==> src/sv/ttu_pkg.sv <==
// shared types, constants and helper functions for the text to unsigned parser
`default_nettype none
package ttu_pkg;

  localparam int WORD_BITS = 32;
  localparam int MAX_LEN   = 4096;
  localparam int POS_W     = 13;
  localparam int BASE_W    = 6;
  localparam int CH_W      = 8;
  localparam int MAC_W     = WORD_BITS + BASE_W + 1;

  localparam logic [POS_W-1:0]  MAX_POS   = POS_W'(MAX_LEN);
  localparam logic [BASE_W-1:0] NO_DIGIT  = '1;
  localparam logic [BASE_W-1:0] RADIX_MIN = BASE_W'(2);
  localparam logic [BASE_W-1:0] RADIX_MAX = BASE_W'(36);
  localparam logic [BASE_W-1:0] RADIX_OCT = BASE_W'(8);
  localparam logic [BASE_W-1:0] RADIX_DEC = BASE_W'(10);
  localparam logic [BASE_W-1:0] RADIX_HEX = BASE_W'(16);
  localparam logic [BASE_W-1:0] BASE_AUTO = BASE_W'(0);

  localparam logic [CH_W-1:0] CH_SPACE = 8'h20;
  localparam logic [CH_W-1:0] CH_TAB   = 8'h09;
  localparam logic [CH_W-1:0] CH_CR    = 8'h0D;
  localparam logic [CH_W-1:0] CH_ZERO  = 8'h30;
  localparam logic [CH_W-1:0] CH_NINE  = 8'h39;
  localparam logic [CH_W-1:0] CH_LA    = 8'h61;
  localparam logic [CH_W-1:0] CH_LZ    = 8'h7A;
  localparam logic [CH_W-1:0] CH_UA    = 8'h41;
  localparam logic [CH_W-1:0] CH_UZ    = 8'h5A;
  localparam logic [CH_W-1:0] CH_LX    = 8'h78;
  localparam logic [CH_W-1:0] CH_UX    = 8'h58;
  localparam logic [CH_W-1:0] CH_MINUS = 8'h2D;
  localparam logic [CH_W-1:0] CH_PLUS  = 8'h2B;

  typedef enum logic [2:0] {
    PH_IDLE,
    PH_LEAD,
    PH_PREFIX,
    PH_AFTER0,
    PH_DIGITS,
    PH_DONE
  } phase_t;

  typedef struct packed {
    logic [CH_W-1:0] ch;
    logic            first;
  } item_t;

  typedef struct packed {
    logic [WORD_BITS-1:0] value;
    logic [POS_W-1:0]     end_offset;
    logic                 overflow;
    logic                 converted;
  } result_t;

  // whitespace: space, tab, lf, vt, ff, cr
  function automatic logic is_space(input logic [CH_W-1:0] c);
    return (c == CH_SPACE) || (c >= CH_TAB && c <= CH_CR);
  endfunction

  // digit value of a character, NO_DIGIT when it is not alphanumeric
  function automatic logic [BASE_W-1:0] char_digit(input logic [CH_W-1:0] c);
    logic [BASE_W-1:0] d;
    d = NO_DIGIT;
    if (c >= CH_ZERO && c <= CH_NINE) begin
      d = BASE_W'(c - CH_ZERO);
    end else if (c >= CH_LA && c <= CH_LZ) begin
      d = BASE_W'(c - CH_LA) + RADIX_DEC;
    end else if (c >= CH_UA && c <= CH_UZ) begin
      d = BASE_W'(c - CH_UA) + RADIX_DEC;
    end
    return d;
  endfunction

  // saturating position advance
  function automatic logic [POS_W-1:0] advance(input logic [POS_W-1:0] p);
    return (p < MAX_POS) ? p + POS_W'(1) : p;
  endfunction

endpackage
`default_nettype wire

==> src/sv/text_to_unsigned_parser.sv <==
// top level of the streaming text to unsigned integer parser
//
//   channel | direction | handshake          | payload
//   in      | input     | in_valid/in_stall  | in_ch[7:0], in_first
//   out     | output    | out_valid/out_stall| out_value[31:0], out_end_offset[12:0],
//           |           |                    | out_overflow, out_converted
//   cfg     | input     | cfg_we             | cfg_base[5:0]
//
// one character per cycle sustained while no result waits on a stalled output; a result
// is presented once its stopping character is accepted (the character is captured in the
// input register, then the conversion step loads the result register once it is free)
// synchronous active-low reset clears the handshake flags, the parse state and base
// a stalled result holds in the output register while the input register still takes
// a character that produces no result; a stopping character waits until it frees
`default_nettype none
module text_to_unsigned_parser (
  input  wire logic                             clk,
  input  wire logic                             rst_n,
  input  wire logic                             in_valid,
  output      logic                             in_stall,
  input  wire logic [ttu_pkg::CH_W-1:0]         in_ch,
  input  wire logic                             in_first,
  output      logic                             out_valid,
  input  wire logic                             out_stall,
  output      logic [ttu_pkg::WORD_BITS-1:0]    out_value,
  output      logic [ttu_pkg::POS_W-1:0]        out_end_offset,
  output      logic                             out_overflow,
  output      logic                             out_converted,
  input  wire logic                             cfg_we,
  input  wire logic [ttu_pkg::BASE_W-1:0]       cfg_base
);
  import ttu_pkg::*;

  item_t   in_item;
  item_t   item;
  logic    item_valid;
  logic    step;
  logic    emit;
  logic    free;
  result_t res;
  result_t out_res;

  assign in_item.ch    = in_ch;
  assign in_item.first = in_first;

  // a character moves on unless its result has nowhere to go
  assign step = item_valid && (!emit || free);

  ttu_in_reg u_in (
    .clk       (clk),
    .rst_n     (rst_n),
    .in_valid  (in_valid),
    .in_stall  (in_stall),
    .in_item   (in_item),
    .item_valid(item_valid),
    .item      (item),
    .item_take (step)
  );

  ttu_core u_core (
    .clk     (clk),
    .rst_n   (rst_n),
    .cfg_we  (cfg_we),
    .cfg_base(cfg_base),
    .item    (item),
    .step    (step),
    .emit    (emit),
    .res     (res)
  );

  ttu_out_reg u_out (
    .clk      (clk),
    .rst_n    (rst_n),
    .load     (step && emit),
    .res      (res),
    .free     (free),
    .out_valid(out_valid),
    .out_stall(out_stall),
    .out_res  (out_res)
  );

  assign out_value      = out_res.value;
  assign out_end_offset = out_res.end_offset;
  assign out_overflow   = out_res.overflow;
  assign out_converted  = out_res.converted;

  // overflow always reports an all-ones value
  a_ovf_ones: assert property (@(posedge clk) disable iff (!rst_n)
    out_valid && out_overflow |-> out_value == '1)
    else $error("overflow result without all-ones value");

  // nothing converted means a zero value at offset zero
  a_noconv_zero: assert property (@(posedge clk) disable iff (!rst_n)
    out_valid && !out_converted |-> out_value == '0 && out_end_offset == '0 && !out_overflow)
    else $error("unconverted result not zero");

  // offset never passes the saturation point
  a_offset_sat: assert property (@(posedge clk) disable iff (!rst_n)
    out_valid |-> out_end_offset <= MAX_POS)
    else $error("end offset beyond saturation");

  // input only stalls while a character is held back by a full result register
  a_stall_cause: assert property (@(posedge clk) disable iff (!rst_n)
    in_stall |-> item_valid && emit && out_valid && out_stall)
    else $error("input stalled without a blocked result");

endmodule
`default_nettype wire

==> src/sv/ttu_in_reg.sv <==
// input register stage holding one character transaction
`default_nettype none
module ttu_in_reg (
  input  wire logic          clk,
  input  wire logic          rst_n,
  input  wire logic          in_valid,
  output      logic          in_stall,
  input  wire ttu_pkg::item_t in_item,
  output      logic          item_valid,
  output      ttu_pkg::item_t item,
  input  wire logic          item_take
);
  import ttu_pkg::*;

  logic  valid_r;
  item_t item_r;

  // hold while a registered item cannot move on
  assign in_stall   = valid_r && !item_take;
  assign item_valid = valid_r;
  assign item       = item_r;

  // valid flag
  always_ff @(posedge clk) begin
    if (!rst_n) begin
      valid_r <= 1'b0;
    end else if (!in_stall) begin
      valid_r <= in_valid;
    end
  end

  // payload
  always_ff @(posedge clk) begin
    if (!in_stall && in_valid) begin
      item_r <= in_item;
    end
  end

endmodule
`default_nettype wire

==> src/sv/ttu_core.sv <==
// parse state and the per-character step of the number conversion
`default_nettype none
module ttu_core (
  input  wire logic                         clk,
  input  wire logic                         rst_n,
  input  wire logic                         cfg_we,
  input  wire logic [ttu_pkg::BASE_W-1:0]   cfg_base,
  input  wire ttu_pkg::item_t               item,
  input  wire logic                         step,
  output      logic                         emit,
  output      ttu_pkg::result_t             res
);
  import ttu_pkg::*;

  logic [BASE_W-1:0]    base_r;
  phase_t               phase_r,  phase_nxt;
  logic [WORD_BITS-1:0] acc_r,    acc_nxt;
  logic [BASE_W-1:0]    radix_r,  radix_nxt;
  logic                 neg_r,    neg_nxt;
  logic                 ovf_r,    ovf_nxt;
  logic                 conv_r,   conv_nxt;
  logic [POS_W-1:0]     pos_r,    pos_nxt;
  logic                 hexp_r,   hexp_nxt;
  logic [POS_W-1:0]     zend_r,   zend_nxt;

  logic                 taken;
  logic [BASE_W-1:0]    dig;
  logic                 dig_ok;
  logic [MAC_W-1:0]     mac;

  // one character step: falls through the phases the same way a string does
  always_comb begin
    phase_nxt = phase_r;
    acc_nxt   = acc_r;
    radix_nxt = radix_r;
    neg_nxt   = neg_r;
    ovf_nxt   = ovf_r;
    conv_nxt  = conv_r;
    pos_nxt   = pos_r;
    hexp_nxt  = hexp_r;
    zend_nxt  = zend_r;
    taken     = 1'b0;
    emit      = 1'b0;
    res       = '0;
    dig       = char_digit(item.ch);
    dig_ok    = 1'b0;
    mac       = '0;

    // a first flag restarts the parse
    if (item.first) begin
      phase_nxt = PH_LEAD;
      acc_nxt   = '0;
      radix_nxt = '0;
      neg_nxt   = 1'b0;
      ovf_nxt   = 1'b0;
      conv_nxt  = 1'b0;
      pos_nxt   = '0;
      hexp_nxt  = 1'b0;
      zend_nxt  = '0;
    end

    // leading whitespace and one sign
    if (phase_nxt == PH_LEAD) begin
      if (is_space(item.ch)) begin
        pos_nxt = advance(pos_nxt);
        taken   = 1'b1;
      end else if (item.ch == CH_MINUS || item.ch == CH_PLUS) begin
        neg_nxt   = (item.ch == CH_MINUS);
        pos_nxt   = advance(pos_nxt);
        phase_nxt = PH_PREFIX;
        taken     = 1'b1;
      end else begin
        phase_nxt = PH_PREFIX;
      end
    end

    // leading zero in auto or hex base
    if (!taken && phase_nxt == PH_PREFIX) begin
      radix_nxt = base_r;
      if ((base_r == BASE_AUTO || base_r == RADIX_HEX) && item.ch == CH_ZERO) begin
        conv_nxt = 1'b1;
        if (base_r == BASE_AUTO) begin
          radix_nxt = RADIX_OCT;
        end
        pos_nxt   = advance(pos_nxt);
        zend_nxt  = pos_nxt;
        phase_nxt = PH_AFTER0;
        taken     = 1'b1;
      end else begin
        if (radix_nxt == BASE_AUTO) begin
          radix_nxt = RADIX_DEC;
        end
        phase_nxt = PH_DIGITS;
      end
    end

    // optional x after the zero
    if (!taken && phase_nxt == PH_AFTER0) begin
      if (item.ch == CH_LX || item.ch == CH_UX) begin
        radix_nxt = RADIX_HEX;
        hexp_nxt  = 1'b1;
        pos_nxt   = advance(pos_nxt);
        taken     = 1'b1;
      end
      phase_nxt = PH_DIGITS;
    end

    // digit accumulate, or stop and report
    if (!taken && phase_nxt == PH_DIGITS) begin
      dig_ok = (radix_nxt >= RADIX_MIN) && (radix_nxt <= RADIX_MAX) && (dig < radix_nxt);
      mac    = MAC_W'(acc_nxt) * MAC_W'(radix_nxt) + MAC_W'(dig);
      if (dig_ok) begin
        if (mac[MAC_W-1:WORD_BITS] != '0) begin
          ovf_nxt = 1'b1;
        end
        acc_nxt  = mac[WORD_BITS-1:0];
        conv_nxt = 1'b1;
        hexp_nxt = 1'b0;
        pos_nxt  = advance(pos_nxt);
      end else begin
        emit = 1'b1;
        if (ovf_nxt) begin
          res.value = '1;
        end else if (neg_nxt) begin
          res.value = '0 - acc_nxt;
        end else begin
          res.value = acc_nxt;
        end
        if (ovf_nxt) begin
          res.end_offset = pos_nxt;
        end else if (!conv_nxt) begin
          res.end_offset = '0;
        end else if (hexp_nxt) begin
          res.end_offset = zend_nxt;
        end else begin
          res.end_offset = pos_nxt;
        end
        res.overflow  = ovf_nxt;
        res.converted = conv_nxt;
        phase_nxt     = PH_DONE;
      end
    end
  end

  // base register
  always_ff @(posedge clk) begin
    if (!rst_n) begin
      base_r <= BASE_AUTO;
    end else if (cfg_we) begin
      base_r <= cfg_base;
    end
  end

  // parse state
  always_ff @(posedge clk) begin
    if (!rst_n) begin
      phase_r <= PH_IDLE;
      acc_r   <= '0;
      radix_r <= '0;
      neg_r   <= 1'b0;
      ovf_r   <= 1'b0;
      conv_r  <= 1'b0;
      pos_r   <= '0;
      hexp_r  <= 1'b0;
      zend_r  <= '0;
    end else if (step) begin
      phase_r <= phase_nxt;
      acc_r   <= acc_nxt;
      radix_r <= radix_nxt;
      neg_r   <= neg_nxt;
      ovf_r   <= ovf_nxt;
      conv_r  <= conv_nxt;
      pos_r   <= pos_nxt;
      hexp_r  <= hexp_nxt;
      zend_r  <= zend_nxt;
    end
  end

endmodule
`default_nettype wire

==> src/sv/ttu_out_reg.sv <==
// result register feeding the output channel
`default_nettype none
module ttu_out_reg (
  input  wire logic             clk,
  input  wire logic             rst_n,
  input  wire logic             load,
  input  wire ttu_pkg::result_t res,
  output      logic             free,
  output      logic             out_valid,
  input  wire logic             out_stall,
  output      ttu_pkg::result_t out_res
);
  import ttu_pkg::*;

  logic    valid_r;
  result_t res_r;

  // room for a new result when empty or when the held one leaves now
  assign free      = !valid_r || !out_stall;
  assign out_valid = valid_r;
  assign out_res   = res_r;

  // valid flag
  always_ff @(posedge clk) begin
    if (!rst_n) begin
      valid_r <= 1'b0;
    end else if (free) begin
      valid_r <= load;
    end
  end

  // payload
  always_ff @(posedge clk) begin
    if (free && load) begin
      res_r <= res;
    end
  end

endmodule
`default_nettype wire
==> config.mk <==
export PLATFORM = sky130hd
export DESIGN_NAME = text_to_unsigned_parser
export DESIGN_NICKNAME = d
export VERILOG_FILES = /design/src/sv/ttu_pkg.sv /design/src/sv/text_to_unsigned_parser.sv /design/src/sv/ttu_in_reg.sv /design/src/sv/ttu_core.sv /design/src/sv/ttu_out_reg.sv
export SDC_FILE = /design/constraint.sdc
export NUM_CORES = 1
export LEC_CHECK = 0
export BUFFER_PORTS_ARGS = -buffer_cell sky130_fd_sc_hd__clkbuf_2
export CORE_ASPECT_RATIO = 1.1
export CORE_MARGIN = 4
export CORE_UTILIZATION = 45
export DETAILED_ROUTE_END_ITERATION = 10
export PLACE_DENSITY = 0.7
export SETUP_SLACK_MARGIN = 0.3
export SLEW_MARGIN = 10
export SYNTH_ARGS = -nofsm -noshare
export SYNTH_HDL_FRONTEND = slang
export SYNTH_HIERARCHICAL = 1
export SYNTH_SLANG_ARGS = --single-unit
==> constraint.sdc <==
create_clock -name clk -period 8.7 [get_ports clk]
set_input_delay 1.74 -clock clk [delete_from_list [all_inputs] [get_ports clk]]
set_output_delay 1.74 -clock clk [all_outputs]
set_load 0.02 [all_outputs]
After elaboration in Yosys (flattened, before gate mapping) --
Cells that the tools add are included.
Cells by class: magnitude comparators 15, multiplexer cells 70, bitwise gates (word level) 1, eq/ne operators 11, add/subtract/negate cells 11, reductions and logical operators 32, $mul 1
Operators with widths (count):
- $mux W13 | 20
- $mux W32 | 5
- $mux W6 | 10
- $add A13 B1 Y13 const B | 4
- $lt A13 B13 Y1 const B | 4
- $add A38 B6 Y39 | 1
- $mul A32 B6 Y38 | 1
- $eq A8 B6 Y1 const B | 4
- $sub A1 B32 Y32 const A | 1
- $mux W1 | 27
- $mux W3 | 8
- $eq A8 B7 Y1 const B | 2
- $ge A8 B7 Y1 const B | 2
- $le A8 B7 Y1 const B | 2
- $logic_and A1 B1 Y1 | 15
- $add A6 B4 Y6 const B | 2
- $sub A6 B6 Y6 const B | 2
- $ge A8 B4 Y1 const B | 1
- $ge A8 B6 Y1 const B | 1
- $le A8 B4 Y1 const B | 1
- $le A8 B6 Y1 const B | 1
- $logic_not A1 Y1 | 8
- $reduce_bool A7 Y1 | 1
- $eq A3 B2 Y1 const B | 2
- other kinds (11) | 16
Word-level totals: output and inout port bits 49, input bits 20, bits in registers 135

Depth between registers and ports, before layout --
Gate-level depths: netlist of run 1.
word-level depth 23, depth in mapped cells 35, depth with buffers taken out 32

Modules after synthesis --
Netlist of run 1, hierarchy kept.
Modules (own cells, without submodules):
- ttu_core | seq. area each 1541.5 um^2, cells an instance 1659, area an instance 12917.4 um^2, times used 1
- ttu_out_reg | seq. area each 1431.4 um^2, cells an instance 52, area an instance 1452.6 um^2, times used 1
- ttu_in_reg | seq. area each 290.3 um^2, cells an instance 13, area an instance 317.8 um^2, times used 1
- text_to_unsigned_parser | seq. area each 0.0 um^2, cells an instance 3, area an instance 18.8 um^2, times used 1

Worst setup path before layout of run 1 --
OpenSTA, ideal clock, no wires.
kind register -> register, from register u_in.item_r, in the netlist u_in/item[6], to register u_core.ovf_r, cell stages (with the launch flop) 34, arrival time 7.569 ns, path slack 1.007 ns, clock period less this slack 7.693 ns, data required time 8.575 ns, library setup time 0.125 ns, cell sequence edfxtp_1 -> inv_1 -> ha_1 -> o2111ai_1 -> a22oi_2 -> o22a_1 -> buf_4 -> buf_4 -> mux2i_1 -> or2_2 -> clkbuf_1 -> clkbuf_1 -> nor2_1 -> fa_1 -> inv_1 -> fa_1 -> inv_1 -> fa_1 -> inv_1 -> fa_1 -> inv_1 -> ha_1 -> a2111oi_0 -> o21ai_0 -> a31oi_1 -> nor2b_1 -> a311o_1 -> a21oi_1 -> nor2_1 -> a2111oi_0 -> o221a_2 -> o21ai_0 -> xnor2_1 -> a31oi_1
On the way: cells in the longest elaborated chain, start to end 19, elaborated cells on any way between the ends 71, classes of those cells 6 x add/sub; 1 x mul; 11 x order compare; 9 x eq/ne; 24 x mux; 20 x reduce/logical
Ends and longest elaborated chain:
- start: declaration | RTL line ttu_in_reg.sv:16 | item_t item_r;
- start signal: assignment | RTL line ttu_in_reg.sv:35 | item_r <= in_item;
- branches (longest 19 deep; another with $mul A32 B6 Y38)
- end signal: assignment | RTL line ttu_core.sv:171 | ovf_r <= ovf_nxt;
- end: declaration | RTL line ttu_core.sv:20 | logic ovf_r, ovf_nxt;
Several ways; the timed one is not identified. A chain may end at the register's enable or synchronous reset.

Worst setup path in the final report of run 1 --
from register u_in.item_r, in the netlist u_in/item[2], to register u_core.ovf_r
Same word-level chain as after synthesis.

==> results of run 1 <==
==> worst min path at each step <==
| stage | cells after the start | endpoint | start |
|---|---|---|---|
| CTS | 2 | u_core/radix_r[2]$_SDFFE_PN0P_ | u_core/radix_r[2]$_SDFFE_PN0P_ |
| global route | 2 | u_core/conv_r$_SDFFE_PN0P_ | u_core/conv_r$_SDFFE_PN0P_ |
| global placement | 2 | u_core/radix_r[2]$_SDFFE_PN0P_ | u_core/radix_r[2]$_SDFFE_PN0P_ |
| floorplan | 2 | u_core/conv_r$_SDFFE_PN0P_ | u_core/conv_r$_SDFFE_PN0P_ |
| finish | 2 | u_core/radix_r[2]$_SDFFE_PN0P_ | u_core/radix_r[2]$_SDFFE_PN0P_ |
| detailed placement | 2 | u_core/radix_r[2]$_SDFFE_PN0P_ | u_core/radix_r[2]$_SDFFE_PN0P_ |
==> through the flow <==
stage,setup slack [ns],hold slack (ns),instance area [µm²],power [mW]
finish,0.823,0.464,16100,1.72
detailed placement,0.221,0.453,15500,0.985
global route,0.343,0.484,16100,1.77
global placement,0.445,0.452,15500,0.980
CTS,0.351,0.463,16100,1.72
floorplan,1.01,0.432,14700,0.897
==> cell usage after synthesis, types with 6 or more instances <==
| cell type | count |
|---|---|
| nor4_1 | 8 |
| nor2b_1 | 18 |
| buf_1 | 6 |
| a21oi_1 | 99 |
| clkbuf_1 | 70 |
| nor2_1 | 357 |
| or3_1 | 13 |
| mux2i_1 | 24 |
| a31oi_1 | 31 |
| xor2_1 | 20 |
| o2111ai_1 | 7 |
| o21ai_0 | 62 |
| a21o_1 | 34 |
| a22oi_1 | 37 |
| nor3_1 | 26 |
| fa_1 | 124 |
| edfxtp_1 | 56 |
| nand4_1 | 14 |
| and3_1 | 14 |
| and2_1 | 14 |
| mux2_2 | 8 |
| nand3_1 | 37 |
| nand2_1 | 122 |
| xnor2_1 | 65 |
| a211oi_1 | 17 |
| dfxtp_1 | 79 |
| nand2b_1 | 14 |
| or2_2 | 12 |
| ha_1 | 105 |
| o21bai_1 | 10 |
| inv_1 | 82 |
| o21a_1 | 10 |
==> cell type report <==
cell class	count	area (µm²)
Sequential cell	135	3260
Timing Repair Buffer	97	562
Fill cell	3013	16200
Tap cell	426	533
Clock inverter	15	158
Multi-Input combinational cell	1421	10800
Inverter	84	315
Clock buffer	17	425
==> state kept, by name, indices dropped and copies added, names as in the netlist, 3 cells and up <==
signal	flops
u_out/out_res	47
u_core/acc_r	32
u_core/pos_r	13
u_core/zend_r	13
u_in/item	9
u_core/base_r	6
u_core/radix_r	6
u_core/phase_r	3
==> where the power goes <==
part	switching [mW]	internal [mW]	total, mW
Combinational	0.194	0.0806	0.274
Clock	0.335	0.405	0.740
Sequential	0.0208	0.683	0.704
==> kinds of logic after synthesis <==
| family | after synthesis |
|---|---|
| flip-flops | 135 |
| multiplexers | 33 |
| XOR/XNOR | 91 |
| buffers and inverters | 171 |
| AND/OR/NAND/NOR | 680 |
| adder cells (fa/ha/maj) | 229 |
| AO/OA/AOI/OAI | 388 |
==> layer usage <==
layer / vias up / GRT usage / wire [µm] / part of all wire
li1: 6103 / - / - / -
met1: 6372 / 0.303 / 17700 / 0.42
met2: 532 / 0.400 / 20200 / 0.48
met3: 106 / 0.0390 / 2730 / 0.065
met4: 2 / 0.0894 / 1500 / 0.036
met5: - / 0 / 13 / 0.00031
==> critical path, delay by kind of cell (launching register included) <==
kind            cells  cell delay, ns
compound gates     12            3.20
xor+xnor            1            0.15
fa+ha+maj           6            2.51
buf+inv             6            0.55
flops               1            0.43
mux                 1            0.27
simple gates        5            0.64
==> cell usage in the layout (no fill, tap or decap), drive strengths merged, types with 15 or more instances in the layout <==
| master | Yosys | layout |
|---|---|---|
| a211oi | 20 | 20 |
| a21o | 34 | 34 |
| a21oi | 100 | 100 |
| a22oi | 38 | 38 |
| a31oi | 31 | 31 |
| and3 | 15 | 15 |
| buf | 17 | 29 |
| clkbuf | 70 | 85 |
| dfxtp | 79 | 79 |
| edfxtp | 56 | 56 |
| fa | 124 | 124 |
| ha | 105 | 105 |
| inv | 83 | 92 |
| mux2i | 25 | 25 |
| nand2 | 122 | 122 |
| nand3 | 38 | 38 |
| nand4 | 15 | 15 |
| nor2 | 358 | 358 |
| nor2b | 19 | 19 |
| nor3 | 30 | 30 |
| o21ai | 67 | 67 |
| xnor2 | 68 | 68 |
| xor2 | 23 | 23 |
==> timing repair <==
item | 4_1_cts | 5_1_grt
endpoints found under the setup margin | 1 | 1
gates resized for setup | 1 | 6
gates cloned | 0 | 0
pin swaps | 0 | 1
setup buffers | 0 | 1
==> metrics.md, run 1 <==
| Metric | Value |
|---|---|
| Run status | `complete, no violations` |
| Slew headroom | `0.272` |
| Slew @ Worst Pin | `between 1 and 1.5 ns` |
| Placed insts | `~2200` |
| Setup TNS Final | `0 ns` |
| RSZ-0062 raised after global routing | `false` |
| Fin crit share | `0.905` |
| Post-Syn Instances | `between 1500 and 2000` |
| Main combinational cell family by area after synthesis | `adder cells` |
| Drt total wl | `approximately 42 mm` |
| CTS tree | `built` |
| CP required | `9.02 ns` |
| Seq/Total Area, Yosys | `0.222` |
| DRT antenna net count | `0` |
| First drt pass iteration count | `8` |
| Largest net degree at the start of global routing | `72` |
| Initial drt markers | `about 1400` |
| Worst Skew | `between 0.01 and 0.015 ns` |
| Kind of critical path | `flop to flop` |
| Total CTS buffers | `17` |
| Layout Cells excl Fill | `2195` |
| Multiplexer share of the synthesized area | `0.0240` |
| Clock-pin slew on the worst setup and hold paths | `~0.07 ns` |
| Site row count | `69` |
| Clock Latency Late Sink | `between 0.4 and 0.5 ns` |
| I/O Buffers | `68` |
| TritonCTS Sinks | `between 100 and 150` |
| Count of state elements after synthesis | `about 140` |
| R2R Setup Slk | `between 0.8 and 0.9 ns` |
| Congestion Overflow GR | `0` |
| Reg-to-Reg Start | `u_in/item[2]$_DFFE_PP_` |
| Full die area | `about 0.036 mm²` |
| Wire per inst | `19.2 µm` |
| Fmax | `127 MHz` |
| Top FF cell, synth | `dfxtp_1` |
| CP max stage cell | `fa_1` |
| # setup viols final | `0` |
| Slowest cell delay on critical path | `between 0.5 and 0.6 ns` |
| Hold Fails Final Rpt | `0` |
| Count of pins over their slew limit | `0` |
| Number of flops mapped to enable cells by yosys | `56` |
| Worst-case reg-to-reg path depth | `31` |
| MaxCap Viol Count | `0` |
| Most frequent CP cell | `inv_1` |
| Area of the mapped netlist | `between 0.01 and 0.015 mm²` |
| H-tree level count | `4` |
| Antenna cell count | `0` |
| Vias in the first global route | `about 13000` |
| Share of layout cells above drive strength 1 | `0.115` |
| Antenna violations before repair | `1` |
| Global-route wire length before repair | `between 60 and 70 mm` |
| Area leader, netlist | `fa_1` |
| Critical Path Fanout Max | `17` |
| CP startpoint | `u_in/item[2]$_DFFE_PP_` |
| Synth Area in Compound Gates | `0.181` |
| Post-synthesis simple-gate area fraction | `0.210` |
| Top cells by area, synth | `fa_1 (17%), edfxtp_1 (11%), dfxtp_1 (11%)` |
| Synthesized-area fraction occupied by xor and xnor cells | `0.0580` |
| Root Driver | `clkbuf_16` |
| Synth Net Count | `approximately 2000` |
| Die height | `198 µm` |
| Gr usage total | `0.235` |
| Yosys warns | `6` |
| Post-synthesis adder-cell area fraction | `0.258` |
| Post-synth top area share | `0.169` |
| Startpoint types | `flop` |
| Post-synth cell types | `94` |
| Avg Inst Size Synth | `~8.5 µm²` |
| Via count | `13100` |
| Num ports | `69` |
| Element type at the critical path end | `flop` |
| PD cells | `around 110 mW/mm²` |
| Post-synth ARST share | `0` |
| DP HPWL | `between 30 and 40 mm` |
| Clock buffer depth | `2` |
| Placeable Area | `approximately 0.032 mm²` |
| Crit path capture | `u_core/ovf_r$_SDFFE_PN0P_` |
| Static leakage | `7.01 nW` |
| DRC | `0` |
| Chip width | `180 µm` |
| FF-to-FF End | `u_core/ovf_r$_SDFFE_PN0P_` |
| Peak VDD IR | `0.000105 V` |
| Synth-to-layout area growth | `9.41%` |
| Vias per std cell | `5.97` |
| Post-layout util | `0.498` |
| Crit path DAT | `8.20 ns` |
| HP Class | `flop to flop` |
| Nets | `approximately 2000` |
| Hold buffers post-CTS | `0` |
| Initial Utilization | `0.455` |
| Placer congestion estimate | `slightly above 0.9` |
| Minimum clock period after layout | `between 7 and 8 ns` |
Note: power is estimated with default switching activity, not from simulation.
==> inputs of run 2 (changes only) <==
--- a/config.mk
+++ b/config.mk
@@ -8,9 +8,9 @@
 export BUFFER_PORTS_ARGS = -buffer_cell sky130_fd_sc_hd__clkbuf_2
 export CORE_ASPECT_RATIO = 1.1
 export CORE_MARGIN = 4
-export CORE_UTILIZATION = 45
+export CORE_UTILIZATION = 64
 export DETAILED_ROUTE_END_ITERATION = 10
-export PLACE_DENSITY = 0.7
+export PLACE_DENSITY = 0.92
 export SETUP_SLACK_MARGIN = 0.3
 export SLEW_MARGIN = 10
 export SYNTH_ARGS = -nofsm -noshare
==> metrics.md, run 2 (synthesized netlist as in run 1, its figures left out) <==
| Metric | Value |
|---|---|
| HP Class | `flop to flop` |
| Placed insts | `2029 (-6.2%)` |
| DRT antenna net count | `0 (unchanged)` |
| Clock Latency Late Sink | `0.44 ns (about the same)` |
| Most common cell after layout, fill and taps aside | `nor2_1` |
| PD cells | `106 mW/mm² (-0.73%)` |
| First drt pass iteration count | `6 (-2)` |
| # fillers | `1554 (-48%)` |
| DP HPWL | `30.5 mm (-5.1%)` |
| Congestion Overflow GR | `0 (unchanged)` |
| Design area | `0.0159 mm² (-1.2%)` |
| Drt total wl | `42.0 mm (-0.17%)` |
| Layout Cells excl Fill | `2064 (-6.0%)` |
| Design Power | `1.69 mW (-1.9%)` |
| Critical Path Fanout Max | `11 (-6)` |
| Clock-pin slew on the worst setup and hold paths | `0.07 ns (about the same)` |
| DRC | `0 (unchanged)` |
| Wire per inst | `20.4 µm (+6.2%)` |
| Chip width | `153 µm (-15%)` |
| Antenna violations before repair | `0 (-1)` |
| Setup WS pre-CTS | `0.316 ns (+0.0945 ns)` |
| Root Driver | `clkbuf_16` |
| Antenna cell count | `0 (unchanged)` |
| Setup TNS Final | `0 ns (unchanged)` |
| # setup viols final | `0 (unchanged)` |
| H-tree level count | `4 (unchanged)` |
| CP max stage cell | `fa_1` |
| Startpoint types | `flop` |
| Initial drt markers | `1721 (+21%)` |
| Placeable Area | `0.0223 mm² (-31%)` |
| Gr usage total | `0.324 (+0.0883)` |
| Total CTS buffers | `17 (unchanged)` |
| Max reg flops | `47 (unchanged)` |
| Kind of critical path | `flop to flop` |
| Nets | `2005 (unchanged)` |
| Full die area | `0.0255 mm² (-29%)` |
| TritonCTS Sinks | `135 (unchanged)` |
| CP required | `9.02 ns (about the same)` |
| Fmax | `125 MHz (-1.3%)` |
| Worst setup margin | `0.719 ns (-0.104 ns)` |
| Static leakage | `7.00 nW (-0.28%)` |
| Min Hold Slack | `0.472 ns (+0.00859 ns)` |
| Largest net degree at the start of global routing | `57 (-21%)` |
| Share of layout cells above drive strength 1 | `0.115 (unchanged)` |
| Slew @ Worst Pin | `1.20 ns (+0.110 ns)` |
| Peak VDD IR | `0.000107 V (+2.5%)` |
| Synth-to-layout area growth | `8.12%` |
| Vias in the first global route | `13700 (+6.2%)` |
| Minimum clock period after layout | `7.98 ns (+0.104 ns)` |
| Worst Skew | `0.0132 ns (+0.00142 ns)` |
| Run status | `complete, no violations` |
| Global-route wire length before repair | `68.1 mm (-0.85%)` |
| Kind of cell with the highest combined delay on the critical path | `compound AO/OA/AOI/OAI gates` |
| Num ports | `69 (unchanged)` |
| Count of pins over their slew limit | `0 (unchanged)` |
| Site row count | `57 (-17%)` |
| Element type at the critical path end | `flop` |
| Clock buffer depth | `2 (unchanged)` |
| MaxCap Viol Count | `0 (unchanged)` |
| Slowest cell delay on critical path | `0.51 ns (about the same)` |
| Die height | `167 µm (-15%)` |
| Vias per std cell | `6.72 (+12%)` |
| Bufs and invs on worst path | `2 (-4)` |
| Initial Utilization | `0.659 (+0.203)` |
| Placer congestion estimate | `0.980 (+5.4%)` |
| Post-layout util | `0.712 (+0.214)` |
| CTS tree | `built` |
| RSZ-0062 raised after global routing | `false` |
| Fin crit share | `0.917 (+0.0120)` |
| Hold Fails Final Rpt | `0 (unchanged)` |
| Via count | `13900 (+5.7%)` |
| Crit path DAT | `8.30 ns (+0.10 ns)` |
| Placed Area | `0.0153 mm² (-1.2%)` |
| I/O Buffers | `68 (unchanged)` |
| Slew headroom | `0.197 (-0.0750)` |
| Most frequent cells in the layout | `nor2_1 (355), fa_1 (124), nand2_1 (122)` |
-- run 2: what timing repair did --
item	in CTS	in global routing
gates resized for setup	1	7
endpoints found under the setup margin	1	2
pin swaps	0	1
hold buffers	0	0
buffers inserted	0	3
-- run 2: layout make-up --
| class | count | area [µm²] | area share |
|---|---|---|---|
| clock inverter | 15 | 138 | 0.00866 |
| clock buffer | 17 | 425 | 0.0268 |
| tap | 295 | 369 | 0.0232 |
| sequential | 135 | 3260 | 0.205 |
| inverter | 84 | 315 | 0.0198 |
| timing repair buffer | 97 | 558 | 0.0351 |
| multi-input combinational | 1421 | 10800 | 0.681 |
-- run 2: metal layers --
metal / routed length, µm / share of wire / GRT usage / up-vias
met4: 2160 / 0.051 / 0.156 / 0
li1: - / - / - / 6092
met3: 5380 / 0.13 / 0.104 / 229
met5: 0 / 0 / 0 / -
met2: 19400 / 0.46 / 0.526 / 1007
met1: 15100 / 0.36 / 0.391 / 6537
-- run 2: report_power, final --
part | switching [mW] | leakage [nW] | internal, mW
clock | 0.330 | 0.261 | 0.376
combinational | 0.195 | 5.54 | 0.0805
sequential | 0.0200 | 1.20 | 0.683
total | 0.546 | 7.00 | 1.14
-- run 2: tightest hold or removal path: stages, from the launching register on --
cell,delay (ns)
dfxtp_1,0.32
nand2_1,0.05
a21oi_1,0.05
-- run 2: worst paths after layout --
check / from / end / cells after the start / slack (ns)
min reg2reg: u_core/conv_r$_SDFFE_PN0P_ / u_core/conv_r$_SDFFE_PN0P_ / 2 / 0.47
max: u_in/item[6]$_DFFE_PP_ / u_core/ovf_r$_SDFFE_PN0P_ / 27 / 0.72
min: u_core/conv_r$_SDFFE_PN0P_ / u_core/conv_r$_SDFFE_PN0P_ / 2 / 0.47
max reg2reg: u_in/item[6]$_DFFE_PP_ / u_core/ovf_r$_SDFFE_PN0P_ / 27 / 0.72
==> inputs of run 3 (changes only) <==
--- a/config.mk
+++ b/config.mk
@@ -5,12 +5,12 @@
 export SDC_FILE = /design/constraint.sdc
 export NUM_CORES = 1
 export LEC_CHECK = 0
-export BUFFER_PORTS_ARGS = -buffer_cell sky130_fd_sc_hd__clkbuf_2
+export BUFFER_PORTS_ARGS = -buffer_cell sky130_fd_sc_hd__buf_2
 export CORE_ASPECT_RATIO = 1.1
 export CORE_MARGIN = 4
-export CORE_UTILIZATION = 64
+export CORE_UTILIZATION = 26
 export DETAILED_ROUTE_END_ITERATION = 10
-export PLACE_DENSITY = 0.92
+export PLACE_DENSITY = 0.49
 export SETUP_SLACK_MARGIN = 0.3
 export SLEW_MARGIN = 10
 export SYNTH_ARGS = -nofsm -noshare
==> metrics.md, run 3 (synthesized netlist as in run 1, its figures left out) <==
| Metric | Value |
|---|---|
| Total CTS buffers | `17 (unchanged)` |
| Placeable Area | `0.0560 mm² (+150%)` |
| Fin crit share | `0.914 (-0.00381)` |
| Kind of critical path | `flop to flop` |
| Clock-pin slew on the worst setup and hold paths | `0.07 ns (about the same)` |
| CTS tree | `built` |
| Antenna violations before repair | `2 (+2)` |
| Clock Latency Late Sink | `0.45 ns (about the same)` |
| Drt total wl | `45.1 mm (+7.3%)` |
| Gr usage total | `0.149 (-0.175)` |
| Num ports | `69 (unchanged)` |
| Synth-to-layout area growth | `12.3%` |
| Count of pins over their slew limit | `0 (unchanged)` |
| Critical Path Fanout Max | `16 (+5)` |
| MaxCap Viol Count | `0 (unchanged)` |
| Worst Skew | `0.0157 ns (+0.00250 ns)` |
| Layout Cells excl Fill | `2521 (+22%)` |
| HP Class | `flop to flop` |
| Clock buffer depth | `2 (unchanged)` |
| DRT antenna net count | `0 (unchanged)` |
| Die height | `257 µm (+54%)` |
| Chip width | `235 µm (+54%)` |
| Setup TNS Final | `0 ns (unchanged)` |
| Root Driver | `clkbuf_16` |
| Multi-input logic area | `0.0108 mm² (-0.20%)` |
| Placer congestion estimate | `0.883 (-9.9%)` |
| Most frequent cells in the layout | `nor2_1 (355), fa_1 (124), nand2_1 (122)` |
| R2R Setup Slk | `0.75 ns (+0.03 ns)` |
| Nets | `2013 (+0.40%)` |
| Hold buffers post-CTS | `0 (unchanged)` |
| DRC | `0 (unchanged)` |
| Placed Area | `0.0159 mm² (+4.2%)` |
| Most common cell after layout, fill and taps aside | `nor2_1` |
| First drt pass iteration count | `5 (-1)` |
| # setup viols final | `0 (unchanged)` |
| Antenna cell count | `0 (unchanged)` |
| Via count | `12800 (-7.4%)` |
| Crit path DAT | `8.28 ns (-0.02 ns)` |
| Register area | `0.00326 mm² (unchanged)` |
| Vias per std cell | `5.09 (-24%)` |
| Hold Fails Final Rpt | `0 (unchanged)` |
| Full die area | `0.0604 mm² (+140%)` |
| Slew @ Worst Pin | `1.15 ns (-0.0550 ns)` |
| Vias in the first global route | `12900 (-5.9%)` |
| Post-layout util | `0.295 (-0.417)` |
| Peak VDD IR | `0.000134 V (+24%)` |
| Design area | `0.0165 mm² (+3.9%)` |
| CP max stage cell | `fa_1` |
| Initial Utilization | `0.263 (-0.396)` |
| # fillers | `5972 (+280%)` |
| H-tree level count | `4 (unchanged)` |
| Placed insts | `2488 (+23%)` |
| Static leakage | `7.04 nW (+0.58%)` |
| Global-route wire length before repair | `72.5 mm (+6.5%)` |
| PD cells | `104 mW/mm² (-2.1%)` |
| Wire per inst | `17.9 µm (-12%)` |
| Fmax | `126 MHz (+0.42%)` |
| CP required | `9.03 ns (about the same)` |
| TritonCTS Sinks | `135 (unchanged)` |
| Startpoint types | `flop` |
| I/O Buffers | `68 (unchanged)` |
| Run status | `complete, no violations` |
| Min Hold Slack | `0.468 ns (-0.00438 ns)` |
| Max reg flops | `47 (unchanged)` |
| RSZ-0062 raised after global routing | `false` |
| Largest net degree at the start of global routing | `72 (+26%)` |
| Site row count | `91 (+60%)` |
| DP HPWL | `35.1 mm (+15%)` |
| Slowest cell delay on critical path | `0.57 ns (+0.06 ns)` |
| Minimum clock period after layout | `7.95 ns (-0.0331 ns)` |
| Initial drt markers | `905 (-47%)` |
| Congestion Overflow GR | `0 (unchanged)` |
| Slew headroom | `0.236 (+0.0383)` |
| Element type at the critical path end | `flop` |
| Share of layout cells above drive strength 1 | `0.119 (+0.00399)` |
-- run 3: cell types whose count changed in the layout (fill, tap and decap cells not counted), sizes merged --
cell	before	now
clkinv	1	4
buf	29	105
bufinv	0	1
inv	93	90
clkinvlp	5	3
clkbuf	85	18
-- run 3: worst paths after layout --
kind | startpoint | end | cells after the start
worst max-delay path | u_in/item[2]$_DFFE_PP_ | u_core/ovf_r$_SDFFE_PN0P_ | 27
worst min-delay path | u_core/radix_r[2]$_SDFFE_PN0P_ | u_core/radix_r[2]$_SDFFE_PN0P_ | 2
worst max register to register | u_in/item[2]$_DFFE_PP_ | u_core/ovf_r$_SDFFE_PN0P_ | 27
worst min register to register | u_core/radix_r[2]$_SDFFE_PN0P_ | u_core/radix_r[2]$_SDFFE_PN0P_ | 2
-- run 3: area by class of cell --
class	instances	share of cell area
multi-input cells	1421	0.655
well taps	744	0.0564
clock buffers	18	0.0266
inverters	84	0.0191
clock inverters	14	0.00841
flip-flops and latches	135	0.198
repair buffers	105	0.0374
-- run 3: worst max-delay path, delay by kind of cell, from the launching register on --
kind	cells	cell delay (ns)
xor+xnor	1	0.16
buf+inv	3	0.58
fa+ha+maj	6	2.49
compound gates	11	3.06
mux	1	0.42
simple gates	5	0.64
flops	1	0.46
-- run 3: what timing repair did --
item / CTS / global route
setup buffers: 0 / 1
hold endpoints to repair: 0 / 0
resized for setup: 0 / 4
setup endpoints to repair: 0 / 1
-- run 3: metrics by stage --
| stage | worst slack (ns) | total power [mW] |
|---|---|---|
| 2_1_floorplan | 1.01 | 0.897 |
| 3_3_place_gp | 0.626 | 0.991 |
| 3_5_place_dp | 0.470 | 0.995 |
| 4_1_cts | 0.393 | 1.74 |
| 5_1_grt | 0.315 | 1.79 |
| 6_report | 0.752 | 1.71 |
-- run 3: report_power, final --
| group | switching (mW) | internal (mW) |
|---|---|---|
| logic | 0.198 | 0.0811 |
| clock network | 0.324 | 0.407 |
| registers | 0.0212 | 0.683 |
-- run 3: routing by layer --
metal / part of all wire / global-route usage / vias to the layer above
met4: 0.045 / 0.0689 / 2
met3: 0.035 / 0.0176 / 83
li1: - / - / 6104
met5: 0.00029 / 0 / -
met2: 0.48 / 0.253 / 306
met1: 0.44 / 0.189 / 6345
